### config.mk
export PLATFORM = sky130hd
export DESIGN_NAME = cpu_control_register_branch_unit
export DESIGN_NICKNAME = d
export VERILOG_FILES = /design/src/hdl/cbu_pkg.sv /design/src/hdl/cpu_control_register_branch_unit.sv /design/src/hdl/cbu_bank.sv /design/src/hdl/cbu_exec.sv
export VERILOG_INCLUDE_DIRS = /design/src /design/src/hdl
export SDC_FILE = /design/constraint.sdc
export NUM_CORES = 1
export LEC_CHECK = 0
export BUFFER_PORTS_ARGS = -buffer_cell sky130_fd_sc_hd__buf_2
export CAP_MARGIN = 15
export CORE_MARGIN = 5
export CORE_UTILIZATION = 52
export DETAILED_ROUTE_END_ITERATION = 8
export HOLD_SLACK_MARGIN = 0.02
export PLACE_DENSITY = 0.69
export SYNTH_ARGS = -nofsm -noshare
export SYNTH_HDL_FRONTEND = slang
export SYNTH_SLANG_ARGS = --single-unit
### constraint.sdc
create_clock -name clk -period 4.13 [get_ports clk]
set_input_delay 0.6195 -clock clk [delete_from_list [all_inputs] [get_ports clk]]
set_output_delay 0.6195 -clock clk [all_outputs]
set_load 0.02 [all_outputs]
### src/hdl/cpu_control_register_branch_unit_assert.svh
// Assertion macros for the control register and branch unit.
`ifndef CPU_CONTROL_REGISTER_BRANCH_UNIT_ASSERT_SVH
`define CPU_CONTROL_REGISTER_BRANCH_UNIT_ASSERT_SVH

`ifndef NO_ASSERTIONS
`define CBU_ASSERT(label, prop, msg) \
    label: assert property (@(posedge clk) disable iff (!rst_n) prop) else $error(msg);
`define CBU_ASSERT_ALWAYS(label, prop, msg) \
    label: assert property (@(posedge clk) prop) else $error(msg);
`else
`define CBU_ASSERT(label, prop, msg)
`define CBU_ASSERT_ALWAYS(label, prop, msg)
`endif

`endif

### src/hdl/cbu_pkg.sv
`default_nettype none

package cbu_pkg;

    localparam int EXC_LEVELS_DEFAULT = 4;

    localparam logic [7:0]  PSW_C          = 8'h80;
    localparam logic [15:0] SP_EVEN_MASK   = 16'hFFFE;
    localparam logic [15:0] EPSW_L0_VALUE  = 16'h00FF;

    typedef enum logic [4:0] {
        CMD_ADDSP    = 5'd0,
        CMD_WR_ECSR  = 5'd1,
        CMD_WR_ELR   = 5'd2,
        CMD_WR_EPSW  = 5'd3,
        CMD_RD_ELR   = 5'd4,
        CMD_RD_SP    = 5'd5,
        CMD_WR_PSW   = 5'd6,
        CMD_RD_ECSR  = 5'd7,
        CMD_RD_EPSW  = 5'd8,
        CMD_RD_PSW   = 5'd9,
        CMD_WR_SP    = 5'd10,
        CMD_PSW_OR   = 5'd11,
        CMD_PSW_AND  = 5'd12,
        CMD_CPLC     = 5'd13,
        CMD_BC       = 5'd14,
        CMD_B        = 5'd15,
        CMD_BL       = 5'd16,
        CMD_RT       = 5'd17,
        CMD_RTI      = 5'd18
    } cmd_t;

    typedef enum logic [3:0] {
        COND_NC     = 4'd0,
        COND_C      = 4'd1,
        COND_GT     = 4'd2,
        COND_LE     = 4'd3,
        COND_GES    = 4'd4,
        COND_LTS    = 4'd5,
        COND_GTS    = 4'd6,
        COND_LES    = 4'd7,
        COND_NE     = 4'd8,
        COND_EQ     = 4'd9,
        COND_NV     = 4'd10,
        COND_OV     = 4'd11,
        COND_PS     = 4'd12,
        COND_NS     = 4'd13,
        COND_ALWAYS = 4'd14,
        COND_NEVER  = 4'd15
    } cond_t;

    typedef struct packed {
        cmd_t        command;
        logic [15:0] operand_value;
        logic [7:0]  segment;
        logic        far_form;
        cond_t       condition;
    } item_t;

    typedef struct packed {
        logic [15:0] pc;
        logic [7:0]  csr;
        logic [15:0] link_pc;
        logic [7:0]  link_segment;
        logic [15:0] sp;
        logic [7:0]  psw;
    } core_state_t;

    typedef struct packed {
        logic [15:0] pc;
        logic [7:0]  segment;
        logic [7:0]  psw;
    } bank_rd_t;

    typedef struct packed {
        logic        pc_we;
        logic        segment_we;
        logic        psw_we;
        logic [15:0] data;
    } bank_wr_t;

    typedef struct packed {
        logic [15:0] read_value;
        logic        read_valid;
        logic [15:0] program_counter;
        logic [7:0]  code_segment;
        logic [7:0]  status_word;
        logic [15:0] stack_pointer;
        logic        branch_taken;
        logic        mask_block;
    } result_t;

endpackage

`default_nettype wire

### src/hdl/cpu_control_register_branch_unit.sv
// Control register and branch unit: one command per transaction.
// A command passes the input register and then the result register on its way to m_tvalid.
// Throughput: one transaction per cycle while m_tready is high; the state update paces it.
// Reset (rst_n low, asynchronous): PC, CSR, LR, LCSR, SP, PSW, all exception banks
// and wide_model clear to zero; both stages empty.
`default_nettype none

`include "cpu_control_register_branch_unit_assert.svh"

module cpu_control_register_branch_unit #(
    parameter int EXC_LEVELS = cbu_pkg::EXC_LEVELS_DEFAULT
) (
    input  wire logic        clk,
    input  wire logic        rst_n,
    // configuration: wide_model in bit 0
    input  wire logic        cfg_valid,
    output logic             cfg_ready,
    input  wire logic        cfg_data,
    input  wire logic        s_tvalid,
    output logic             s_tready,
    // operand_value[15:0], segment[23:16], far_form[24], condition[28:25], zero[31:29]
    input  wire logic [31:0] s_tdata,
    // command[4:0]
    input  wire logic [4:0]  s_tuser,
    output logic             m_tvalid,
    input  wire logic        m_tready,
    // read_value[15:0], program_counter[31:16], code_segment[39:32],
    // status_word[47:40], stack_pointer[63:48], branch_taken[64], mask_block[65], zero[71:66]
    output logic [71:0]      m_tdata,
    // read_valid[0]
    output logic             m_tuser
);

    logic                 wide_model_reg;
    cbu_pkg::item_t       item_reg;
    logic                 item_valid_reg;
    logic                 item_valid_next;
    cbu_pkg::core_state_t state_reg;
    cbu_pkg::core_state_t state_next;
    cbu_pkg::result_t     result_reg;
    logic                 out_valid_reg;
    logic                 out_valid_next;
    cbu_pkg::bank_rd_t    bank_rd;
    cbu_pkg::bank_wr_t    bank_wr;
    cbu_pkg::bank_wr_t    bank_wr_gated;
    cbu_pkg::result_t     result_next;
    logic                 in_take;
    logic                 advance;
    logic                 fire;
    logic                 pipe_full;
    logic                 is_branch_cmd;
    logic                 is_sp_cmd;

    assign cfg_ready = 1'b1;
    assign advance   = !out_valid_reg || m_tready;
    assign fire      = item_valid_reg && advance;
    assign s_tready  = !item_valid_reg || advance;
    assign in_take   = s_tvalid && s_tready;

    always_comb
    begin
        item_valid_next = item_valid_reg;
        if (in_take)
        begin
            item_valid_next = 1'b1;
        end
        else if (fire)
        begin
            item_valid_next = 1'b0;
        end
    end

    always_comb
    begin
        out_valid_next = out_valid_reg;
        if (fire)
        begin
            out_valid_next = 1'b1;
        end
        else if (m_tready)
        begin
            out_valid_next = 1'b0;
        end
    end

    always_comb
    begin
        bank_wr_gated            = bank_wr;
        bank_wr_gated.pc_we      = bank_wr.pc_we && fire;
        bank_wr_gated.segment_we = bank_wr.segment_we && fire;
        bank_wr_gated.psw_we     = bank_wr.psw_we && fire;
    end

    always_ff @(posedge clk or negedge rst_n)
    begin
        if (!rst_n)
        begin
            wide_model_reg <= 1'b0;
            item_valid_reg <= 1'b0;
            out_valid_reg  <= 1'b0;
            state_reg      <= '0;
        end
        else
        begin
            if (cfg_valid && cfg_ready)
            begin
                wide_model_reg <= cfg_data;
            end
            item_valid_reg <= item_valid_next;
            out_valid_reg  <= out_valid_next;
            if (fire)
            begin
                state_reg <= state_next;
            end
        end
    end

    always_ff @(posedge clk)
    begin
        if (in_take)
        begin
            item_reg.command       <= cbu_pkg::cmd_t'(s_tuser);
            item_reg.operand_value <= s_tdata[15:0];
            item_reg.segment       <= s_tdata[23:16];
            item_reg.far_form      <= s_tdata[24];
            item_reg.condition     <= cbu_pkg::cond_t'(s_tdata[28:25]);
        end
        if (fire)
        begin
            result_reg <= result_next;
        end
    end

    cbu_bank #(
        .EXC_LEVELS (EXC_LEVELS)
    ) u_bank (
        .clk   (clk),
        .rst_n (rst_n),
        .level (state_reg.psw[1:0]),
        .wr    (bank_wr_gated),
        .rd    (bank_rd)
    );

    cbu_exec u_exec (
        .item       (item_reg),
        .st         (state_reg),
        .bank_rd    (bank_rd),
        .wide_model (wide_model_reg),
        .st_next    (state_next),
        .bank_wr    (bank_wr),
        .result     (result_next)
    );

    assign m_tvalid = out_valid_reg;
    assign m_tuser  = result_reg.read_valid;
    assign m_tdata  = {6'd0,
                       result_reg.mask_block,
                       result_reg.branch_taken,
                       result_reg.stack_pointer,
                       result_reg.status_word,
                       result_reg.code_segment,
                       result_reg.program_counter,
                       result_reg.read_value};

    assign pipe_full     = item_valid_reg && out_valid_reg && !m_tready;
    assign is_branch_cmd = (item_reg.command == cbu_pkg::CMD_BC) ||
                           (item_reg.command == cbu_pkg::CMD_B) ||
                           (item_reg.command == cbu_pkg::CMD_BL) ||
                           (item_reg.command == cbu_pkg::CMD_RT) ||
                           (item_reg.command == cbu_pkg::CMD_RTI);
    assign is_sp_cmd     = (item_reg.command == cbu_pkg::CMD_ADDSP) ||
                           (item_reg.command == cbu_pkg::CMD_WR_SP);

    `CBU_ASSERT(a_fire_gives_result, fire |=> m_tvalid, "processed command produced no result")
    `CBU_ASSERT(a_stall_only_when_full, !s_tready |-> pipe_full, "input stalled, pipeline not full")
    `CBU_ASSERT(a_pc_held_by_non_branch, (fire && !is_branch_cmd) |=> $stable(state_reg.pc), "PC moved")
    `CBU_ASSERT(a_sp_even_wide, (fire && wide_model_reg && is_sp_cmd) |=> !state_reg.sp[0], "odd SP")

endmodule

`default_nettype wire

### src/hdl/cbu_bank.sv
`default_nettype none

module cbu_bank #(
    parameter int EXC_LEVELS = cbu_pkg::EXC_LEVELS_DEFAULT
) (
    input  wire logic             clk,
    input  wire logic             rst_n,
    input  wire logic [1:0]       level,
    input  wire cbu_pkg::bank_wr_t wr,
    output cbu_pkg::bank_rd_t     rd
);

    localparam int IDX_W = (EXC_LEVELS > 1) ? $clog2(EXC_LEVELS) : 1;

    logic [15:0] elr_reg  [EXC_LEVELS];
    logic [7:0]  ecsr_reg [EXC_LEVELS];
    logic [7:0]  epsw_reg [EXC_LEVELS];

    logic             in_bank;
    logic [IDX_W-1:0] idx;

    assign in_bank = ({1'b0, level} < 3'(EXC_LEVELS));
    assign idx     = level[IDX_W-1:0];

    always_ff @(posedge clk or negedge rst_n)
    begin
        if (!rst_n)
        begin
            for (int i = 0; i < EXC_LEVELS; i++)
            begin
                elr_reg[i]  <= '0;
                ecsr_reg[i] <= '0;
                epsw_reg[i] <= '0;
            end
        end
        else if (in_bank)
        begin
            if (wr.pc_we)
            begin
                elr_reg[idx] <= wr.data;
            end
            if (wr.segment_we)
            begin
                ecsr_reg[idx] <= wr.data[7:0];
            end
            if (wr.psw_we)
            begin
                epsw_reg[idx] <= wr.data[7:0];
            end
        end
    end

    always_comb
    begin
        if (in_bank)
        begin
            rd.pc      = elr_reg[idx];
            rd.segment = ecsr_reg[idx];
            rd.psw     = epsw_reg[idx];
        end
        else
        begin
            rd = '0;
        end
    end

endmodule

`default_nettype wire

### src/hdl/cbu_exec.sv
`default_nettype none

module cbu_exec (
    input  wire cbu_pkg::item_t       item,
    input  wire cbu_pkg::core_state_t st,
    input  wire cbu_pkg::bank_rd_t    bank_rd,
    input  wire logic                 wide_model,
    output cbu_pkg::core_state_t      st_next,
    output cbu_pkg::bank_wr_t         bank_wr,
    output cbu_pkg::result_t          result
);

    function automatic logic cond_met(input cbu_pkg::cond_t code, input logic [7:0] psw);
        logic c;
        logic z;
        logic s;
        logic ov;
        logic lts;
        logic met;
        c   = psw[7];
        z   = psw[6];
        s   = psw[5];
        ov  = psw[4];
        lts = ov ^ s;
        case (code)
            cbu_pkg::COND_NC:     met = !c;
            cbu_pkg::COND_C:      met = c;
            cbu_pkg::COND_GT:     met = !(z || c);
            cbu_pkg::COND_LE:     met = z || c;
            cbu_pkg::COND_GES:    met = !lts;
            cbu_pkg::COND_LTS:    met = lts;
            cbu_pkg::COND_GTS:    met = !(lts || z);
            cbu_pkg::COND_LES:    met = lts || z;
            cbu_pkg::COND_NE:     met = !z;
            cbu_pkg::COND_EQ:     met = z;
            cbu_pkg::COND_NV:     met = !ov;
            cbu_pkg::COND_OV:     met = ov;
            cbu_pkg::COND_PS:     met = !s;
            cbu_pkg::COND_NS:     met = s;
            cbu_pkg::COND_ALWAYS: met = 1'b1;
            default:              met = 1'b0;
        endcase
        return met;
    endfunction

    logic [15:0] disp;
    logic [15:0] sp_sum;
    logic [15:0] sp_raw;
    logic [15:0] rv;
    logic        rvalid;
    logic        taken;
    logic        mblock;
    logic [1:0]  lvl;

    assign disp   = {{8{item.operand_value[7]}}, item.operand_value[7:0]};
    assign sp_sum = st.sp + disp;
    assign lvl    = st.psw[1:0];

    always_comb
    begin
        st_next      = st;
        bank_wr      = '0;
        bank_wr.data = item.operand_value;
        sp_raw       = st.sp;
        rv           = '0;
        rvalid       = 1'b0;
        taken        = 1'b0;
        mblock       = 1'b0;
        case (item.command)
            cbu_pkg::CMD_ADDSP:   sp_raw = sp_sum;
            cbu_pkg::CMD_WR_ECSR: bank_wr.segment_we = 1'b1;
            cbu_pkg::CMD_WR_ELR:  bank_wr.pc_we = 1'b1;
            cbu_pkg::CMD_WR_EPSW: bank_wr.psw_we = (lvl != 2'd0);
            cbu_pkg::CMD_RD_ELR:
            begin
                rv     = bank_rd.pc;
                rvalid = 1'b1;
            end
            cbu_pkg::CMD_RD_SP:
            begin
                rv     = st.sp;
                rvalid = 1'b1;
            end
            cbu_pkg::CMD_WR_PSW:  st_next.psw = item.operand_value[7:0];
            cbu_pkg::CMD_RD_ECSR:
            begin
                rv     = {8'h00, bank_rd.segment};
                rvalid = 1'b1;
            end
            cbu_pkg::CMD_RD_EPSW:
            begin
                if (lvl != 2'd0)
                begin
                    rv     = {8'h00, bank_rd.psw};
                    rvalid = 1'b1;
                end
                else if (wide_model)
                begin
                    rv     = cbu_pkg::EPSW_L0_VALUE;
                    rvalid = 1'b1;
                end
            end
            cbu_pkg::CMD_RD_PSW:
            begin
                rv     = {8'h00, st.psw};
                rvalid = 1'b1;
            end
            cbu_pkg::CMD_WR_SP:   sp_raw = item.operand_value;
            cbu_pkg::CMD_PSW_OR:
            begin
                st_next.psw = st.psw | item.operand_value[7:0];
                mblock      = item.operand_value[3];
            end
            cbu_pkg::CMD_PSW_AND: st_next.psw = st.psw & item.operand_value[7:0];
            cbu_pkg::CMD_CPLC:    st_next.psw = st.psw ^ cbu_pkg::PSW_C;
            cbu_pkg::CMD_BC:
            begin
                if (cond_met(item.condition, st.psw))
                begin
                    st_next.pc = st.pc + {disp[14:0], 1'b0};
                    taken      = 1'b1;
                end
            end
            cbu_pkg::CMD_B:
            begin
                if (item.far_form)
                begin
                    st_next.csr = item.segment;
                end
                st_next.pc = item.operand_value;
                taken      = 1'b1;
            end
            cbu_pkg::CMD_BL:
            begin
                st_next.link_pc      = st.pc;
                st_next.link_segment = st.csr;
                if (item.far_form)
                begin
                    st_next.csr = item.segment;
                end
                st_next.pc = item.operand_value;
                taken      = 1'b1;
            end
            cbu_pkg::CMD_RT:
            begin
                st_next.csr = st.link_segment;
                st_next.pc  = st.link_pc;
                taken       = 1'b1;
            end
            cbu_pkg::CMD_RTI:
            begin
                st_next.csr = bank_rd.segment;
                st_next.pc  = bank_rd.pc;
                st_next.psw = bank_rd.psw;
                mblock      = 1'b1;
                taken       = 1'b1;
            end
            default:
            begin
            end
        endcase
        st_next.sp = wide_model ? (sp_raw & cbu_pkg::SP_EVEN_MASK) : sp_raw;
        if (!((item.command == cbu_pkg::CMD_ADDSP) || (item.command == cbu_pkg::CMD_WR_SP)))
        begin
            st_next.sp = st.sp;
        end
    end

    always_comb
    begin
        result.read_value      = rv;
        result.read_valid      = rvalid;
        result.program_counter = st_next.pc;
        result.code_segment    = st_next.csr;
        result.status_word     = st_next.psw;
        result.stack_pointer   = st_next.sp;
        result.branch_taken    = taken;
        result.mask_block      = mblock;
    end

endmodule

`default_nettype wire
# --- Yosys cells after proc, flatten, opt, wreduce, memory -nomap -nowiden ---
# Index checks and enable logic that the tools add are counted.
totals:
  out_inout_bits: 76
  register_bits: 304
op_classes:
  n_addsub: 2
  order_cmp: 2
  n_mux: 42
  reduce_logical: 29
  eq_ne: 32
  n_bitwise: 5
op_table:
  columns: ["op", "n"]
  rows:
  - ["2-to-1 mux 16 bit", 6]
  - ["case mux 16 bit (5 select lines)", 1]
  - ["bitwise mux 32 bit", 2]
  - ["bitwise mux 64 bit", 1]
  - ["case mux 16 bit (4 select lines)", 1]
  - ["2-to-1 mux 8 bit", 7]
  - ["equality test 5 x 4 -> 1 bit, second input constant", 8]
  - ["case mux 8 bit (5 select lines)", 1]
  - ["adder 16 bit", 2]
  - ["binary-select mux 16 bit (select 2 bit)", 1]
  - ["binary-select mux 8 bit (select 2 bit)", 2]
  - ["demux 16 bit (select 2 bit)", 1]
  - ["case mux 16 bit (2 select lines)", 1]
  - ["equality test 4 bit, second input constant", 7]
  - ["case mux 8 bit (3 select lines)", 1]
  - ["equality test 5 x 3 -> 1 bit, second input constant", 4]
  - ["demux 8 bit (select 2 bit)", 1]
  - ["equality test 4 x 3 -> 1 bit, second input constant", 4]
  - ["equality test 5 bit, second input constant", 3]
  - ["case mux 1 bit (15 select lines)", 1]
  - ["2-to-1 mux 1 bit", 12]
  - ["equality test 5 x 2 -> 1 bit, second input constant", 2]
  - ["logical NOT 1 bit", 9]
  - ["AND 8 bit", 1]
  - ["other kinds (18)", 33]

# --- Longest topological paths before layout ---
# Gate-level depths: netlist of run 1.
logic_depth:
  depth_word: 7
  depth_mapped: 10

# --- Hierarchy ---
# A second synthesis of run 1 with hierarchy kept.
unflattened:
  cells_unflattened: 1159
  area_unflattened_um2: 15865.2
by_module_without_submodules:
  columns: ["mod", "area_each_um2", "instances", "cells_each"]
  rows:
  - ["cpu_control_register_branch_unit", 6283.5, 1, 275]
  - ["cbu_bank", 5651.7, 1, 322]
  - ["cbu_exec", 3930.0, 1, 562]

# --- Worst setup path before layout of run 1 ---
# No wires, ideal clock.
synth_path:
  kind: "input to register"
  startpoint: "in m_tready"
  endpoint: "reg result_reg (netlist bit m_tdata[0]) (enable)"
  path_buffers: 2
  path_stages: 5
  setup_time_ns: 0.457
  arrival_time_ns: 3.289
  slack_ns: 0.384
  t_required_ns: 3.673
  path_cell_list: "nand2b_1 > nand2_1 > inv_2 > clkbuf_1 > clkbuf_1"
synth_via:
  elab_chain_cells: 2
synth_lines:
  columns: ["item", "line_no", "source"]
  rows:
  - ["start: declaration", "cpu_control_register_branch_unit.sv:26", "input wire logic m_tready,"]
  - ["logical OR 1 bit", "cpu_control_register_branch_unit.sv:55", "assign advance = !out_valid_reg || m_tready;"]
  - ["logical AND 1 bit", "cpu_control_register_branch_unit.sv:56", "assign fire = item_valid_reg && advance;"]
  - ["net fire", "cpu_control_register_branch_unit.sv:49", "logic fire;"]
  - ["end signal: assignment", "cpu_control_register_branch_unit.sv:130", "result_reg <= result_next;"]
  - ["end: declaration", "cpu_control_register_branch_unit.sv:40", "cbu_pkg::result_t result_reg;"]
# The timed path passes the listed nets, and every way through them passes these cells.
# A chain may end at the register's enable or synchronous reset.

==> results of run 1 <==
==> through the flow <==
step	power, mW	cell area, um^2
global route	9.99	16900
global placement	6.54	15800
floorplan	5.83	14900
finish	9.50	16900
CTS	9.53	16900
detailed placement	6.60	15800
==> worst register-to-register path, cell delays in order, from the launching register on <==
cell	delay, ns
edfxtp_1	0.57
ha_1	0.30
fa_1	0.42
a211oi_1	0.25
nor2_1	0.14
o21ai_0	0.30
o21ai_0	0.19
a311oi_1	0.40
xor2_1	0.22
o21ai_0	0.14
==> cell families (layout without fill, tap and decap cells) <==
logic type	after synthesis	in the layout	synth area share
simple gates	284	284	0.0888
xor+xnor	28	28	0.0165
fa+ha+maj	31	31	0.0271
other cells	2	8	0.000506
flops	304	304	0.547
mux	184	184	0.159
buf+inv	93	211	0.0279
compound gates	286	286	0.134
==> worst max-delay path by stage <==
stage | to | slack (ns) | cells after the start
floorplan | m_tdata[0] | 0.38 | 5
global placement | m_tdata[63] | 1.05 | 7
detailed placement | m_tdata[62] | 0.98 | 9
CTS | m_tdata[62] | 0.95 | 9
global route | m_tdata[62] | 0.65 | 9
finish | m_tdata[62] | 0.91 | 9
==> cells in the final DEF, fill, tap and decap left out, types with 7 or more instances in the layout <==
cell	n
edfxtp_1	101
xor2_1	13
clkbuf_16	31
a222oi_1	8
conb_1	7
nand3_1	20
ha_1	29
a32oi_1	7
a211oi_1	8
a31oi_1	12
a21o_1	12
nor2b_1	11
a22o_1	33
mux4_2	26
xnor2_1	15
a21oi_1	52
inv_1	16
mux2_2	149
nand2b_1	16
buf_2	107
buf_4	27
nand2_1	138
dfrtp_1	201
o21ai_0	57
a22oi_1	24
nor2_1	55
a221oi_1	8
o211ai_1	13
o21a_1	9
mux2i_1	9
a221o_1	10
==> area by class of cell <==
cell class              count  area [um^2]
fillers                  2322        11100
flip-flops and latches    304         8120
multi-input cells         820         6360
clock buffers              39          856
repair buffers            136          772
well taps                 378          473
clock inverters            19          228
inverters                  17         66.3
diodes                      1         2.50
==> layer usage <==
layer,vias to the layer above,GRT usage,routed length [um]
li1,4734,-,-
met1,5231,0.342,16500
met2,395,0.370,17300
met3,70,0.0407,2770
met4,0,0.0643,1100
met5,-,0,0
==> power by group <==
group          total (mW)  internal [mW]  switching [mW]
registers            4.17           3.67           0.494
clock network        2.93           1.73            1.20
logic                2.41           1.04            1.37
==> key figures, run 1 <==
Layout
  – Area Growth Syn to Fin: 13.6%
  – Post-Layout Cell Count: 1,714
  – Share of layout cells above drive strength 1: 0.286
  – Final design utilization: 0.602
  – Flip-flop count of the largest register, all copies and words added: 72
  – Net count reported at finish: roughly 1,400

STA
  – Setup violators final: 0
  – Min setup slack post-route: 0.913 ns
  – Worst Tran Pin Value: 1.20 ns
  – Final-report hold violation count: 0
  – Worst Skew: 0.0128 ns
  – Worst hold slack across all endpoints: between 0.1 and 0.15 ns
  – Maximum clock frequency: 311 MHz
  – Setup repair after global routing missed its margin: false
  – Total negative setup slack: 0 ns
  – Post-layout min period: 3.22 ns
  – Final period utilization: 0.779
  – Worst slew margin: 0.194
  – Number of max-slew violations in the final report: 0

Global routing
  – Wire length of the first global-routing pass: 58,700 um
  – Global route total overflow: 0
  – Largest net degree at the start of global routing: 99
  – Antenna violations before repair: 0
  – Number of global-route vias before repair: 10,300
  – GRT Util Overall: 0.236

Synth
  – Avg Synthesized Cell Area: roughly 12 um^2
  – Top flip-flop cell by instance count after synthesis: dfrtp_1
  – Main area contributors after synthesis: dfrtp_1 (34%), edfxtp_1 (20%), mux2_2 (11%), mux4_2 (3.9%), nand2_1 (3.5%)
  – Cell with the most instances after synthesis: dfrtp_1
  – Most common library cells after synthesis: dfrtp_1 (203), mux2_2 (149), nand2_1 (138)
  – Share of synthesized flip-flops with an asynchronous set or reset: 0.668
  – Number of warnings reported in the yosys synthesis log: 0
  – Post-synthesis instance total: between 1,000 and 1,500
  – Cell taking the most area after synthesis: dfrtp_1
  – Number of flops mapped to enable cells by yosys: 101
  – Post-synthesis sequential area ratio: 0.547
  – Register bit count reported by yosys: between 300 and 400
  – Count of different cell masters after synthesis: 71
  – Area of the mapped netlist: 14,800 um^2
  – Share of Yosys cell area claimed by the top area cell type: 0.342

Job
  – Maximum Capacitance Violations: 0

CTS
  – Clock latency on the worst-skew pair: just under 0.6 ns
  – CTS sink count: 304
  – Gates resized, CTS repair: 0
  – Clock buffer depth: 3
  – Number of hold buffers added after cts: 0
  – Library cell used as clock root buffer: clkbuf_16
  – Clock tree from TritonCTS: built
  – Number of CTS-inserted buffers: 31
  – CTS H-tree lvls: 1
  – Clock transition at the register clock pins on the worst setup and hold paths after CTS: 0.06 ns
  – Number of setup buffers added after CTS: 0

Routing
  – Number of iterations in the first detailed-routing pass: 5
  – Total Routed Length: 37,700 um
  – Drt via density: 6.09
  – Drt first-iter violations: 1,254
  – Average wire per standard cell: 22.0 um
  – Number of DRC violations after detailed routing: 0
  – Total number of vias: 10,400
  – Antenna violation net count after detailed routing: 0

Place
  – Total placed cells including tap cells: 1,655
  – IO buf count: 108
  – Half-perimeter wire length after detailed placement: approximately 26,000 um
  – Worst-case setup slack after placement: about 1 ns
  – Global placement routability congestion: 0.918

Floorplan
  – Core footprint: around 28,000 um^2
  – Boundary Pins: 119
  – Cell Rows: about 60
  – Overall die height: 179 um
  – Horizontal die dimension: ~180 um
  – Die area: 32,000 um^2
  – Starting density of the core: 0.530

Critical path
  – Largest delay share family, worst path: compound AO/OA/AOI/OAI gates
  – Depth of the most critical reg-to-reg path: 9
  – R2r startpoint: item_reg[13]
  – Crit path launch: item_reg[13]
  – Startpoint Class: flip-flop
  – CP cell instances: ha_1 -> fa_1 -> a211oi_1 -> nor2_1 -> o21ai_0 -> o21ai_0 -> a311oi_1 -> xor2_1 -> o21ai_0
  – Number of buffers and inverters on the critical path: 0
  – Worst Path Required: between 4 and 5 ns
  – End of the worst register-to-register path: m_tdata[62]
  – Largest stage delay on the critical path: 0.57 ns
  – Reg2Reg Setup Slack: 0.91 ns
  – CP max FO: 7
  – CP max-delay cell: edfxtp_1
  – Arr. time, crit path: 3.51 ns
  – Crit Path Class: reg2reg
  – Worst path most repeated cell: o21ai_0
  – Type of element capturing the critical path: flip-flop

Min path
  – Type of the most critical hold path: in2async

Power and ir drop
  – Cell area power density: 563 nW/um^2
  – Peak ir drop on the vdd network: 0.000323 V
  – Reported leakage power: 7.51 nW

Status
  – Run status: finished clean
Power figures use the tool's default switching activity.
==> run 2: changes to the inputs <==
PLACE_DENSITY = 0.71   (was 0.69)
clock period = 2.7 ns   (was 4.13 ns; I/O delays follow)
==> run 2 against run 1 <==
  * Critical path depth grew 2
  * Flip-flop and latch count is the same
  * Core utilization up 2.2 points
  * Register-to-register slack got worse by 0.85 ns
  * Final cell count up 3.8%
  * Clock power up 50%
  * Fmax grew 22%
  * Combinational power is 73% higher
  * Via count increased by 3.8%
  * Sequential power rose by 50%
  * Largest cell class unchanged
==> key figures, run 2 (synthesis results as in run 1) <==
Power and ir drop
  – Reported leakage power: 7.85 nW (was 7.51 nW)
  – Net switching power: 4.84 mW (was 3.06 mW)
  – Clock Power Share: 0.296 (was 0.308)
  – Internal Pwr Total: 9.99 mW (was 6.44 mW)
  – Cell area power density: 848 nW/um^2 (was 563 nW/um^2)
  – Total power of the final layout: 14.8 mW (was 9.50 mW)
  – Combinational power share: 0.281 (was 0.253)
  – Relative contribution of sequential cells to total power: 0.423 (was 0.439)
  – Peak ir drop on the vdd network: 0.000375 V (was 0.000323 V)
  – Switching part of the total: 0.326 (was 0.322)

Place
  – Worst-case setup slack after placement: -0.0130 ns (was 0.976 ns)
  – Total placed cells including tap cells: 1,716 (was 1,655)
  – IO buf count: 108 (unchanged)
  – Half-perimeter wire length after detailed placement: 28,400 um (was 26,000 um)
  – Placed standard-cell area: 16,300 um^2 (was 15,800 um^2)
  – Global placement routability congestion: 0.929 (was 0.918)

STA
  – Worst hold slack across all endpoints: 0.0669 ns (was 0.139 ns)
  – Worst Tran Pin Value: 1.16 ns (was 1.20 ns)
  – Post-layout min period: 2.64 ns (was 3.22 ns)
  – Number of max-slew violations in the final report: 0 (unchanged)
  – Worst slew margin: 0.222 (was 0.194)
  – Final-report hold violation count: 0 (unchanged)
  – Setup violators final: 0 (unchanged)
  – Min setup slack post-route: 0.0591 ns (was 0.913 ns)
  – Final period utilization: 0.978 (was 0.779)
  – Setup repair after global routing missed its margin: true (was false)
  – Worst Skew: 0.0203 ns (was 0.0128 ns)
  – Maximum clock frequency: 379 MHz (was 311 MHz)
  – Total negative setup slack: 0 ns (unchanged)

Critical path
  – Number of buffers and inverters on the critical path: 2 (was 0)
  – Largest delay share family, worst path: compound AO/OA/AOI/OAI gates (unchanged)
  – Worst Path Required: 2.93 ns (was 4.42 ns)
  – Largest stage delay on the critical path: 0.50 ns (was 0.57 ns)
  – CP max-delay cell: edfxtp_1 (unchanged)
  – Arr. time, crit path: 2.88 ns (was 3.51 ns)
  – Startpoint Class: flip-flop (unchanged)
  – Type of element capturing the critical path: flip-flop (unchanged)
  – CP max FO: 4 (was 7)
  – CP cell instances: ha_4 -> inv_1 -> fa_1 -> nand2b_1 -> a21o_1 -> a31oi_2 -> a211oi_2 -> xnor2_1 -> buf_4 -> a211oi_1 -> a311oi_1 (was ha_1 -> fa_1 -> a211oi_1 -> nor2_1 -> o21ai_0 -> o21ai_0 -> a311oi_1 -> xor2_1 -> o21ai_0)
  – Crit Path Class: reg2reg (unchanged)

Layout
  – Share of layout cells above drive strength 1: 0.324 (was 0.286)
  – Net count reported at finish: 1,451 (was 1,384)
  – Leading cell types in the layout, fill and taps excluded: dfrtp_1 (201), mux2_2 (149), nand2_1 (138), buf_2 (107), edfxtp_1 (101) (unchanged)
  – Number of antenna repair diodes: 0 (was 1)
  – Flip-flop count of the largest register, all copies and words added: 72 (unchanged)
  – Final design utilization: 0.624 (was 0.602)
  – Most frequent standard cell in the layout excluding fill and tap cells: dfrtp_1 (unchanged)
  – Area Growth Syn to Fin: 17.8% (was 13.6%)
  – Post-layout instance area: 17,500 um^2 (was 16,900 um^2)
  – Post-Layout Cell Count: 1,779 (was 1,714)

Floorplan
  – Starting density of the core: 0.530 (unchanged)
  – Overall die height: 179 um (unchanged)
  – Boundary Pins: 119 (unchanged)
  – Die area: 32,000 um^2 (unchanged)
  – Core footprint: 28,000 um^2 (unchanged)
  – Horizontal die dimension: 179 um (unchanged)
  – Cell Rows: 61 (unchanged)

Global routing
  – Antenna violations before repair: 0 (unchanged)
  – Global route total overflow: 0 (unchanged)
  – GRT Util Overall: 0.252 (was 0.236)
  – Largest net degree at the start of global routing: 63 (was 99)
  – Number of global-route vias before repair: 10,700 (was 10,300)
  – Wire length of the first global-routing pass: 61,800 um (was 58,700 um)

Job
  – Maximum Capacitance Violations: 0 (unchanged)

CTS
  – Clock latency on the worst-skew pair: 0.51 ns (was 0.58 ns)
  – Number of CTS-inserted buffers: 34 (was 31)
  – Clock tree from TritonCTS: built (unchanged)
  – CTS H-tree lvls: 2 (was 1)
  – Clock transition at the register clock pins on the worst setup and hold paths after CTS: 0.06 ns (about the same)
  – CTS sink count: 304 (unchanged)
  – Library cell used as clock root buffer: clkbuf_16 (unchanged)
  – Clock buffer depth: 3 (unchanged)

Routing
  – Number of iterations in the first detailed-routing pass: 6 (was 5)
  – Total number of vias: 10,800 (was 10,400)
  – Average wire per standard cell: 22.6 um (was 22.0 um)
  – Drt first-iter violations: 1,254 (unchanged)
  – Drt via density: 6.09 (about the same)
  – Antenna violation net count after detailed routing: 0 (unchanged)
  – Total Routed Length: 40,200 um (was 37,700 um)
  – Number of DRC violations after detailed routing: 0 (unchanged)

Min path
  – Type of the most critical hold path: in2reg (was in2async)

Status
  – Run status: finished clean (unchanged)
==> run 2: cell count changes in the layout (fill, tap and decap cells not counted), sizes merged <==
cell	change
inv	-2
bufinv	-3
buf	+63
dlygate4sd3	+1
clkinvlp	-1
diode	-1
clkbuf	+8
==> run 2: routing by layer <==
layer  GRT usage  wire, um  up-vias
met5           0         0        -
met4      0.0768      1200        0
met3      0.0565      3430       83
met2       0.391     18500      436
met1       0.357     17100     5441
li1            -         -     4868
==> run 2: layout make-up <==
type / count / area (um^2)
Inverter: 17 / 66.3
Clock buffer: 47 / 951
Multi-Input combinational cell: 820 / 6420
Tap cell: 378 / 473
Sequential cell: 304 / 8120
Timing Repair Buffer: 200 / 1360
Clock inverter: 13 / 103
Fill cell: 2266 / 10500
==> run 2: worst paths after layout <==
| path | startpoint | endpoint | slack [ns] | depth (start not counted) |
|---|---|---|---|---|
| worst max-delay path | item_reg[13] | m_tdata[31] | 0.06 | 11 |
| worst min-delay path | s_tdata[26] | item_reg[1] | 0.07 | 1 |
| worst max register to register | item_reg[13] | m_tdata[31] | 0.06 | 11 |
| max in group asynchronous | rst_n | u_bank.ecsr_reg[31] | 1.46 | 3 |
| worst min register to register | u_bank.epsw_reg[29] | u_bank.epsw_reg[29] | 0.37 | 0 |
| min in group asynchronous | rst_n | state_reg[68] | 0.46 | 2 |
==> run 2: power groups by stage <==
| stage | clock, mW | combinational (mW) | sequential (mW) |
|---|---|---|---|
| after global placement | 0 | 3.95 | 6.30 |
| after global routing | 4.67 | 4.54 | 6.36 |
| after floorplan | 0 | 2.62 | 6.29 |
| after detailed placement | 0 | 4.01 | 6.33 |
| final | 4.39 | 4.16 | 6.27 |
| after CTS | 4.48 | 4.05 | 6.26 |
==> run 2: repair_timing <==
| action | CTS | global route |
|---|---|---|
| pin swaps | 3 | 6 |
| gates resized for setup | 1 | 20 |
| hold buffers | 1 | 0 |
| setup endpoints to repair | 3 | 31 |
| hold endpoints to repair | 58 | 0 |
| buffers inserted | 1 | 1 |
